[src/sv/plchs_pkg.sv]
`default_nettype none
// ----------------------------------------------------------------------------
// plchs_pkg
// types, constants and the geometry table for the partition lba to chs encoder
// ----------------------------------------------------------------------------
package plchs_pkg;

    localparam logic [31:0] CHS_LBA_LIMIT = 32'h00FB_0400;
    localparam int          PIPE_DEPTH    = 5;
    localparam int          GEOM_ENTRIES  = 10;

    // floor(2^24 / 63) and floor(2^28 / 255)
    localparam logic [18:0] SPT63_RECIP   = 19'h41041;
    localparam logic [20:0] HEADS255_RECIP = 21'h101010;

    typedef enum logic [1:0] {
        SPT_16,
        SPT_32,
        SPT_63
    } spt_sel_t;

    // heads is 1 << heads_log, or 255 when heads_255 is set
    typedef struct packed {
        spt_sel_t   spt_sel;
        logic [2:0] heads_log;
        logic       heads_255;
    } geom_t;

    typedef struct packed {
        logic [31:0] start_lba;
        logic [31:0] sector_count;
    } cmd_t;

    typedef struct packed {
        logic [7:0] start_head;
        logic [7:0] start_cyl_low;
        logic [7:0] start_sec_byte;
        logic [7:0] end_head;
        logic [7:0] end_cyl_low;
        logic [7:0] end_sec_byte;
    } result_t;

    // quotient and remainder by sectors per track
    typedef struct packed {
        logic        over;
        logic [19:0] trk;
        logic [5:0]  sec_idx;
        geom_t       geom;
    } trk_t;

    typedef struct packed {
        logic [7:0] head;
        logic [7:0] cyl_low;
        logic [7:0] sec_byte;
    } chs_t;

    localparam logic [31:0] GEOM_MAX [GEOM_ENTRIES-1] = '{
        32'h0000_1000, 32'h0000_8000, 32'h0001_0000, 32'h0004_0000, 32'h0008_0000,
        32'h000F_C000, 32'h001F_8000, 32'h003F_0000, 32'h007E_0000
    };

    localparam geom_t GEOM_TBL [GEOM_ENTRIES] = '{
        '{spt_sel: SPT_16, heads_log: 3'd1, heads_255: 1'b0},
        '{spt_sel: SPT_32, heads_log: 3'd1, heads_255: 1'b0},
        '{spt_sel: SPT_32, heads_log: 3'd2, heads_255: 1'b0},
        '{spt_sel: SPT_32, heads_log: 3'd3, heads_255: 1'b0},
        '{spt_sel: SPT_32, heads_log: 3'd4, heads_255: 1'b0},
        '{spt_sel: SPT_63, heads_log: 3'd4, heads_255: 1'b0},
        '{spt_sel: SPT_63, heads_log: 3'd5, heads_255: 1'b0},
        '{spt_sel: SPT_63, heads_log: 3'd6, heads_255: 1'b0},
        '{spt_sel: SPT_63, heads_log: 3'd7, heads_255: 1'b0},
        '{spt_sel: SPT_63, heads_log: 3'd0, heads_255: 1'b1}
    };

    // first entry whose maximum is at least the drive size
    function automatic geom_t geom_pick(input logic [31:0] size);
        geom_t g;
        g = GEOM_TBL[GEOM_ENTRIES-1];
        for (int i = GEOM_ENTRIES - 2; i >= 0; i--) begin
            if (size <= GEOM_MAX[i])
            begin
                g = GEOM_TBL[i];
            end
        end
        return g;
    endfunction

endpackage
`default_nettype wire

[src/sv/plchs_div_spt.sv]
`default_nettype none
// ----------------------------------------------------------------------------
// plchs_div_spt
// two stage split of an lba into track number and sector index
// ----------------------------------------------------------------------------
module plchs_div_spt
    import plchs_pkg::*;
(
    input  wire logic        clk,
    input  wire logic [31:0] lba,
    input  wire geom_t       geom,
    output trk_t             trk
);

    logic [23:0] x_reg;
    logic        over_reg;
    logic [42:0] prod_reg;
    geom_t       geom_reg;
    trk_t        trk_reg;
    trk_t        trk_next;

    logic [18:0] q_est;
    logic [25:0] mul63;
    logic [25:0] diff;
    logic [6:0]  rem7;
    logic [19:0] q63;
    logic [5:0]  r63;

    always_ff @(posedge clk)
    begin
        x_reg    <= lba[23:0];
        over_reg <= (lba >= CHS_LBA_LIMIT);
        prod_reg <= 43'(lba[23:0]) * 43'(SPT63_RECIP);
        geom_reg <= geom;
        trk_reg  <= trk_next;
    end

    // reciprocal estimate is low by at most one
    always_comb
    begin
        q_est = prod_reg[42:24];
        mul63 = {1'b0, q_est, 6'b0} - 26'(q_est);
        diff  = {2'b0, x_reg} - mul63;
        rem7  = diff[6:0];
        if (rem7 >= 7'd63)
        begin
            q63 = 20'(q_est) + 20'd1;
            r63 = 6'(rem7 - 7'd63);
        end
        else
        begin
            q63 = 20'(q_est);
            r63 = rem7[5:0];
        end

        trk_next.over = over_reg;
        trk_next.geom = geom_reg;
        unique case (geom_reg.spt_sel)
            SPT_16:
            begin
                trk_next.trk     = x_reg[23:4];
                trk_next.sec_idx = {2'b0, x_reg[3:0]};
            end
            SPT_32:
            begin
                trk_next.trk     = {1'b0, x_reg[23:5]};
                trk_next.sec_idx = {1'b0, x_reg[4:0]};
            end
            default:
            begin
                trk_next.trk     = q63;
                trk_next.sec_idx = r63;
            end
        endcase
    end

    assign trk = trk_reg;

endmodule
`default_nettype wire

[src/sv/plchs_div_heads.sv]
`default_nettype none
// ----------------------------------------------------------------------------
// plchs_div_heads
// two stage split of a track number into cylinder and head, chs byte packing
// ----------------------------------------------------------------------------
module plchs_div_heads
    import plchs_pkg::*;
(
    input  wire logic clk,
    input  wire trk_t trk,
    output chs_t      chs
);

    trk_t        trk_reg;
    logic [40:0] prod_reg;
    chs_t        chs_reg;
    chs_t        chs_next;

    logic [12:0] cyl_est;
    logic [20:0] mul255;
    logic [20:0] diff;
    logic [8:0]  rem9;
    logic [19:0] cyl;
    logic [7:0]  head;
    logic [19:0] head_mask;
    logic [5:0]  sec_num;

    always_ff @(posedge clk)
    begin
        trk_reg  <= trk;
        prod_reg <= 41'(trk.trk) * 41'(HEADS255_RECIP);
        chs_reg  <= chs_next;
    end

    always_comb
    begin
        cyl_est   = prod_reg[40:28];
        mul255    = {cyl_est, 8'b0} - 21'(cyl_est);
        diff      = {1'b0, trk_reg.trk} - mul255;
        rem9      = diff[8:0];
        head_mask = ~(20'hF_FFFF << trk_reg.geom.heads_log);

        if (trk_reg.geom.heads_255)
        begin
            // estimate is low by at most one
            if (rem9 >= 9'd255)
            begin
                cyl  = 20'(cyl_est) + 20'd1;
                head = 8'(rem9 - 9'd255);
            end
            else
            begin
                cyl  = 20'(cyl_est);
                head = rem9[7:0];
            end
        end
        else
        begin
            cyl  = trk_reg.trk >> trk_reg.geom.heads_log;
            head = 8'(trk_reg.trk & head_mask);
        end

        sec_num = trk_reg.sec_idx + 6'd1;

        if (trk_reg.over)
        begin
            chs_next = '{head: 8'hFF, cyl_low: 8'hFF, sec_byte: 8'hFF};
        end
        else
        begin
            chs_next.head     = head;
            chs_next.cyl_low  = cyl[7:0];
            chs_next.sec_byte = {cyl[9:8], sec_num};
        end
    end

    assign chs = chs_reg;

endmodule
`default_nettype wire

[src/sv/partition_lba_to_chs.sv]
`default_nettype none
// ----------------------------------------------------------------------------
// partition_lba_to_chs
// encodes the chs triples of a partition's first and last sector
// ----------------------------------------------------------------------------
//  channel   ports                    handshake
//  command   start, busy, cmd         taken when start is high and busy is low
//  result    done, result             one cycle per transaction, no backpressure
//  config    cfg_we, cfg_wdata        drive size written when cfg_we is high
//
// one transaction per cycle while busy is low; the command is registered with
// its last-sector add, then multiplied and corrected by sectors per track,
// then multiplied and corrected by heads, and done is high with the result.
// reset clears the valid pipeline and the drive size; busy is high only
// while in reset and the cycle after, and never stalls the pipeline since the
// receiver cannot hold results off.
// ----------------------------------------------------------------------------
module partition_lba_to_chs
    import plchs_pkg::*;
(
    input  wire logic        clk,
    input  wire logic        rst_n,
    input  wire logic        start,
    output logic             busy,
    input  wire cmd_t        cmd,
    output logic             done,
    output result_t          result,
    input  wire logic        cfg_we,
    input  wire logic [31:0] cfg_wdata
);

    logic [31:0]           drive_size_reg;
    logic                  busy_reg;
    logic [PIPE_DEPTH-1:0] valid_reg;
    logic [PIPE_DEPTH-1:0] valid_next;

    logic [31:0] first_lba_reg;
    logic [31:0] last_lba_reg;
    logic [31:0] last_lba_next;
    geom_t       geom_reg;

    logic [32:0] sum;
    trk_t        first_trk;
    trk_t        last_trk;
    chs_t        first_chs;
    chs_t        last_chs;

    always_ff @(posedge clk or negedge rst_n)
    begin
        if (!rst_n)
        begin
            drive_size_reg <= '0;
            busy_reg       <= 1'b1;
            valid_reg      <= '0;
        end
        else
        begin
            if (cfg_we)
            begin
                drive_size_reg <= cfg_wdata;
            end
            busy_reg  <= 1'b0;
            valid_reg <= valid_next;
        end
    end

    assign valid_next = {valid_reg[PIPE_DEPTH-2:0], start & ~busy_reg};

    // last sector, zero count counts as one, saturates at all ones
    always_comb
    begin
        if (cmd.sector_count == '0)
        begin
            sum = {1'b0, cmd.start_lba};
        end
        else
        begin
            sum = {1'b0, cmd.start_lba} + {1'b0, cmd.sector_count} - 33'd1;
        end
        last_lba_next = sum[32] ? 32'hFFFF_FFFF : sum[31:0];
    end

    always_ff @(posedge clk)
    begin
        first_lba_reg <= cmd.start_lba;
        last_lba_reg  <= last_lba_next;
        geom_reg      <= geom_pick(drive_size_reg);
    end

    plchs_div_spt u_first_spt (
        .clk  (clk),
        .lba  (first_lba_reg),
        .geom (geom_reg),
        .trk  (first_trk)
    );

    plchs_div_spt u_last_spt (
        .clk  (clk),
        .lba  (last_lba_reg),
        .geom (geom_reg),
        .trk  (last_trk)
    );

    plchs_div_heads u_first_heads (
        .clk (clk),
        .trk (first_trk),
        .chs (first_chs)
    );

    plchs_div_heads u_last_heads (
        .clk (clk),
        .trk (last_trk),
        .chs (last_chs)
    );

    assign busy = busy_reg;
    assign done = valid_reg[PIPE_DEPTH-1];

    always_comb
    begin
        result.start_head     = first_chs.head;
        result.start_cyl_low  = first_chs.cyl_low;
        result.start_sec_byte = first_chs.sec_byte;
        result.end_head       = last_chs.head;
        result.end_cyl_low    = last_chs.cyl_low;
        result.end_sec_byte   = last_chs.sec_byte;
    end

endmodule
`default_nettype wire
[config.mk]
export PLATFORM = sky130hd
export DESIGN_NAME = partition_lba_to_chs
export DESIGN_NICKNAME = d
export VERILOG_FILES = /design/src/sv/plchs_pkg.sv /design/src/sv/plchs_div_spt.sv /design/src/sv/plchs_div_heads.sv /design/src/sv/partition_lba_to_chs.sv
export SDC_FILE = /design/constraint.sdc
export NUM_CORES = 1
export LEC_CHECK = 0
export ABC_CLOCK_PERIOD_IN_PS = 5560
export BUFFER_PORTS_ARGS = -buffer_cell sky130_fd_sc_hd__buf_4
export CORE_MARGIN = 8
export CORE_UTILIZATION = 62
export CTS_CLUSTER_DIAMETER = 40
export DETAILED_ROUTE_END_ITERATION = 6
export GPL_ROUTABILITY_DRIVEN = 0
export HOLD_SLACK_MARGIN = 0.03
export PLACE_DENSITY = 0.89
export SETUP_SLACK_MARGIN = 0.3
export SLEW_MARGIN = 5
export SYNTH_ARGS = -nofsm -noshare
export SYNTH_HDL_FRONTEND = slang
export SYNTH_SLANG_ARGS = --single-unit
[constraint.sdc]
create_clock -name clk -period 5.56 [get_ports clk]
set_clock_uncertainty 0.15 [all_clocks]
set_input_delay 0 -clock clk [delete_from_list [all_inputs] [get_ports clk]]
set_output_delay 0 -clock clk [all_outputs]
set_load 0.05 [all_outputs]
==> flow_summary.ini, run 1 <==
[grt]
antenna_found_initial = 16
grt_overflow = 0
grt_max_degree = 78
grt_pass1_vias = 23928
grt_pass1_wl_um = 129000
grt_use_total_pct = 34.5

[synthesis]
synth_edf_count = 0
synth_top_area_share_pct = 27.3
synth_top_area_cell = dfxtp_1
ys_seq_area_share_pct = 31.0
synth_area_um2 = 25100
syn-num-nets = 3310
ys_seq_elements = 380
synth_area_leaders = dfxtp_1 27%, ha_1 23%, inv_1 5.8%
synth.distinct_cells = 83
synth.avg_cell_area_um2 = 9.32
syn_inst = 2696
synth-async-reset-ratio_pct = 10.0
yosysWarnings = 0
synthFlopType = dfxtp_1

[critical_path]
r2r-start = last_lba_reg[2]
crit_required_ns = 5.96
cp_max_fo = 6
critical_path.endpoint = u_last_spt.prod_reg[41]
cp-start-kind = flip-flop
r2r_setup_slack_ns = 0.37
arrival_ns = 5.59
ff2ff_path_depth = 16
crit_type = flip-flop to flip-flop
cp-startpoint = last_lba_reg[2]
critPathCaptureType = flip-flop
crit-reg2reg-capture = u_last_spt.prod_reg[41]

[sta]
maxSlewViolCount = 0
hold-worst-slack_ns = 0.0670
finalSetupTns_ns = 0
clock.fmax_mhz = 193
fin_crit_sh_pct = 93.3
maxSlewHeadroom_pct = 12.8
hold_viol = 0
rsz0062_at_grt = yes
setup_viol_count_final = 0
tightest_slew_ns = 1.31
final.min_clock_period_ns = 5.19

[detailed_routing]
drc_errors = 0
viasPerCell = 6.41
drt_iter0_drc = 2569
routedWlPerCell_um = 23.2
ant_nets = 0
firstDrtPassIters = 6
via_count = 22897
wirelength_um = 82800

[cts]
numCtsBuffers = 49
post_cts_buffers = 0
cts_root_buffer = clkbuf_16
tritoncts = built
numClockSinks = 380
clockBufferDepth = 3
h-tree-depth = 2
clk_pin_slew_worst_paths_ns = 0.07
clock_latency_ns = 0.63

[flow_run]
maxCapViolations = 0

[final_layout]
drive_gt1_share_pct = 10.8
area_growth_pct = 19.6
fillerInstances = 2417
nets = 3614

[power_and_ir_drop]
p_per_area_nw_per_um2 = 724
ir_worst_vdd_v = 0.000621
p_leak_nw = 14.4

[place]
hpwl_um = 49800
io_buffers = 149

[floorplan]
fp-row-count = 73
core-area_um2 = 39800
die_w_um = 217
io_pins = 150
start_util_pct = 63.1
fp.dieH_um = 217
dieArea_um2 = 47200

[status]
status = finished, final reports clean

[min_path]
hp-class = input pin to flip-flop
==> through the flow <==
step           power, mW  setup WS, ns  instances  util, %  instance area, um^2
3_3_place_gp        16.2          1.05       3312     67.1                26700
6_report            21.8         0.370       3570     75.4                30000
3_5_place_dp        17.1         0.753       3312     67.1                26700
4_1_cts             20.8         0.655       3563     75.4                30000
2_1_floorplan       13.8          1.27       2696        -                25100
5_1_grt             23.2         0.249       3566     75.4                30000
==> per-layer routing <==
layer	GRT usage, %	vias up	part of all wire [%]
li1	-	10051	-
met1	36.3	10578	34
met2	57.7	1666	47
met3	10.5	586	11
met4	26.2	16	8.5
met5	0	-	0.11
==> critical path, cell delays in order (launching register included) <==
cell and delay [ns]:
dfxtp_1 0.34, ha_1 0.40, fa_1 0.65, inv_1 0.11
fa_1 0.59, inv_1 0.08, ha_1 0.30, ha_1 0.31
a21o_1 0.18, a21o_1 0.17, a21oi_1 0.15, o211ai_1 0.17
a22o_1 0.35, a21oi_1 0.38, o21ai_0 0.27, or4_1 0.46
nand4_1 0.08
==> logic make-up after synthesis <==
family          synth area share, %
mux                            3.58
xor+xnor                       5.40
other cells                  0.0149
flops                          31.0
compound gates                 14.7
buf+inv                        6.88
simple gates                   11.4
fa+ha+maj                      26.9
==> placed cells by master, fill, tap and decap left out, types with 48 or more instances in the layout <==
cell type,netlist,layout
nor2b_1,62,62
inv_1,390,390
nand3_1,48,48
dfxtp_1,342,339
a211oi_1,55,54
xnor2_1,110,110
ha_1,469,469
clkbuf_16,0,49
o21ai_0,93,93
buf_4,0,157
nand2_1,120,120
nor2_1,123,123
dlygate4sd3_1,0,161
a21oi_1,165,164
==> cell usage after synthesis, types with 45 or more instances <==
master / n
a211oi_1: 55
o21ai_0: 93
dfxtp_1: 342
nor2b_1: 62
ha_1: 469
inv_1: 390
xor2_1: 45
nor2_1: 123
xnor2_1: 110
nand3_1: 48
nand2_1: 120
clkbuf_1: 56
a21oi_1: 165
fa_1: 45
==> where the power goes <==
group	internal (mW)	switching, mW
clock	1.78	1.43
sequential	3.54	0.787
combinational	5.84	8.39
==> how the worst min path moves through the flow <==
stage	cells after the start	slack, ns	startpoint	to
2_1_floorplan	0	-0.45	rst_n	drive_size_reg[0]
3_3_place_gp	1	-0.17	rst_n	drive_size_reg[18]
3_5_place_dp	1	-0.16	rst_n	drive_size_reg[17]
4_1_cts	3	0.04	cmd[63]	last_lba_reg[31]
5_1_grt	3	0.06	cmd[56]	last_lba_reg[24]
6_report	3	0.07	cmd[33]	last_lba_reg[1]
==> area by class of cell <==
cell class                 instances  area, um^2  share of cell area, %
tap                              525         657                   2.19
inverter                         392        1470                   4.90
clock inverter                    35         368                   1.22
multi-input combinational       1858       15600                   52.1
timing repair buffer             319        2810                   9.35
clock buffer                      54        1270                   4.24
antenna                            7        17.5                 0.0583
sequential                       380        7800                   26.0
==> repair_timing <==
action / in CTS / in global routing
hold buffers: 162 / 0
gates resized for setup: 0 / 5
endpoints found under the hold margin: 135 / 0
setup endpoints to repair: 0 / 6
Note: power is estimated with default switching activity, not from simulation.
==> run 2, diff against run 1 <==
--- a/config.mk
+++ b/config.mk
@@ -8,12 +8,12 @@
 export ABC_CLOCK_PERIOD_IN_PS = 5560
 export BUFFER_PORTS_ARGS = -buffer_cell sky130_fd_sc_hd__buf_4
 export CORE_MARGIN = 8
-export CORE_UTILIZATION = 62
+export CORE_UTILIZATION = 25
 export CTS_CLUSTER_DIAMETER = 40
 export DETAILED_ROUTE_END_ITERATION = 6
 export GPL_ROUTABILITY_DRIVEN = 0
 export HOLD_SLACK_MARGIN = 0.03
-export PLACE_DENSITY = 0.89
+export PLACE_DENSITY = 0.48
 export SETUP_SLACK_MARGIN = 0.3
 export SLEW_MARGIN = 5
 export SYNTH_ARGS = -nofsm -noshare
==> flow_summary.ini, run 2 (synthesized netlist as in run 1, its figures left out) <==
[detailed_routing]
ant_nets = 0
drc_errors = 0
via_count = 19582
viasPerCell = 4.46
routedWlPerCell_um = 15.7
drt_iter0_drc = 945
firstDrtPassIters = 5
wirelength_um = 69100

[final_layout]
area_growth_pct = 27.4
instances_no_fill = 4395
drive_gt1_share_pct = 11.9
final_common_cell = ha_1
final_cell_mix = 469 x ha_1, 390 x inv_1, 339 x dfxtp_1, 170 x dlygate4sd3_1, 165 x a21oi_1
fillerInstances = 10361
nets = 3651

[cts]
numCtsBuffers = 72
ctsResizeCount = 0
cts_root_buffer = clkbuf_16
clk_pin_slew_worst_paths_ns = 0.05
h-tree-depth = 3
post_cts_buffers = 0
tritoncts = built
numClockSinks = 380
clock_latency_ns = 0.61
clockBufferDepth = 3

[power_and_ir_drop]
internal_power_mw = 12.0
p_leak_nw = 14.8
ir_worst_vdd_v = 0.000420
p_sw_mw = 9.64
p_per_area_nw_per_um2 = 676
clockPowerShare_pct = 20.6
p_sw_share_pct = 44.5
p_comb_share_pct = 59.7
pwr-share-seq_pct = 19.8

[critical_path]
critPathCaptureType = flip-flop
cp_max_fo = 4
cp-start-kind = flip-flop
crit_required_ns = 5.90
crit_type = flip-flop to flip-flop
ff2ff_path_depth = 16
arrival_ns = 5.06

[place]
hpwl_um = 55000
io_buffers = 149
placed_cells = 4090

[grt]
grt_pass1_wl_um = 110000
grt_use_total_pct = 12.2
grt_max_degree = 78
antenna_found_initial = 2
grt_pass1_vias = 20207
grt_overflow = 0

[flow_run]
maxCapViolations = 0

[floorplan]
start_util_pct = 25.2
core-area_um2 = 99900
io_pins = 150
fp-row-count = 116
fp.dieH_um = 333
dieArea_um2 = 111000
die_w_um = 333

[sta]
maxSlewHeadroom_pct = 18.9
maxSlewViolCount = 0
rsz0062_at_grt = no
fin_crit_sh_pct = 84.8
hold_viol = 0
finalSetupTns_ns = 0
final.min_clock_period_ns = 4.71
tightest_slew_ns = 1.21
clock.fmax_mhz = 212
setup_viol_count_final = 0

[status]
status = finished, final reports clean

[min_path]
worstHoldPathCells = 7
hp-class = input pin to flip-flop
-- run 2: changes by cell type in the layout (fill, tap and decap cells not counted), sizes merged, moves of 3 or more --
| cell | change |
|---|---|
| clkbuf | +33 |
| dlygate4sd3 | +9 |
| diode | -6 |
| buf | +5 |
| clkinv | +4 |
| bufinv | +3 |
-- run 2: worst paths after layout --
path | startpoint | end | slack (ns)
setup / recovery | first_lba_reg[7] | u_first_spt.prod_reg[42] | 0.85
hold / removal | cmd[27] | last_lba_reg[28] | 0.07
setup reg to reg | first_lba_reg[7] | u_first_spt.prod_reg[42] | 0.85
hold reg to reg | u_last_spt.trk[0] | u_first_heads.trk_reg[0] | 0.17
max in group asynchronous | rst_n | valid_reg[0] | 4.73
min in group asynchronous | rst_n | drive_size_reg[18] | 0.32
-- run 2: layout make-up --
| cell class | count | area, um^2 | area share (%) |
|---|---|---|---|
| inverter | 392 | 1470 | 4.60 |
| clock inverter | 46 | 596 | 1.86 |
| timing repair buffer | 333 | 2940 | 9.18 |
| multi-input combinational | 1858 | 15600 | 48.8 |
| sequential | 380 | 7800 | 24.4 |
| clock buffer | 87 | 1950 | 6.09 |
| tap | 1298 | 1620 | 5.07 |
| antenna | 1 | 2.50 | 0.00782 |
-- run 2: metrics by stage --
stage                     worst slack (ns)  cell area [um^2]  hold slack (ns)  util, %  power [mW]
after floorplan                       1.27             25100           -0.446        -        13.8
after global placement               0.974             27700           -0.148     27.8        17.2
after detailed placement             0.839             27700           -0.156     27.8        17.2
after CTS                            0.831             32000           0.0308     32.1        21.9
after global routing                 0.455             32000           0.0474     32.1        23.9
final                                0.847             32000           0.0666     32.1        21.6
-- run 2: worst max-delay path, cell delays in order (launching register included) --
cell	delay, ns
dfxtp_1	0.33
ha_1	0.30
inv_1	0.06
fa_1	0.50
inv_1	0.07
fa_1	0.45
ha_1	0.30
ha_1	0.32
a21o_1	0.18
a21oi_1	0.20
o211ai_1	0.13
a211oi_1	0.35
nor3_1	0.17
o311ai_0	0.42
a21boi_0	0.17
or2_2	0.31
and3_1	0.19
-- run 2: layer usage --
metal | track usage [%] | share of wire [%] | wire [um] | vias up
met5 | 0 | 0.019 | 13 | -
met4 | 2.87 | 2.0 | 1370 | 2
met3 | 2.10 | 3.5 | 2400 | 92
met2 | 20.4 | 45 | 31400 | 311
met1 | 16.4 | 49 | 33900 | 9035
li1 | - | - | - | 10142
-- run 2: power groups by stage --
stage | sequential, mW | combinational [mW] | clock (mW)
after CTS | 4.29 | 13.1 | 4.58
after global placement | 4.33 | 12.9 | 0
after detailed placement | 4.34 | 12.8 | 0
after global routing | 4.37 | 14.8 | 4.71
final | 4.28 | 12.9 | 4.45
after floorplan | 3.98 | 9.82 | 0
-- run 2: repair_timing --
action,4_1_cts,5_1_grt
hold buffers,171,0
setup endpoints to repair,0,0
hold endpoints to repair,135,0
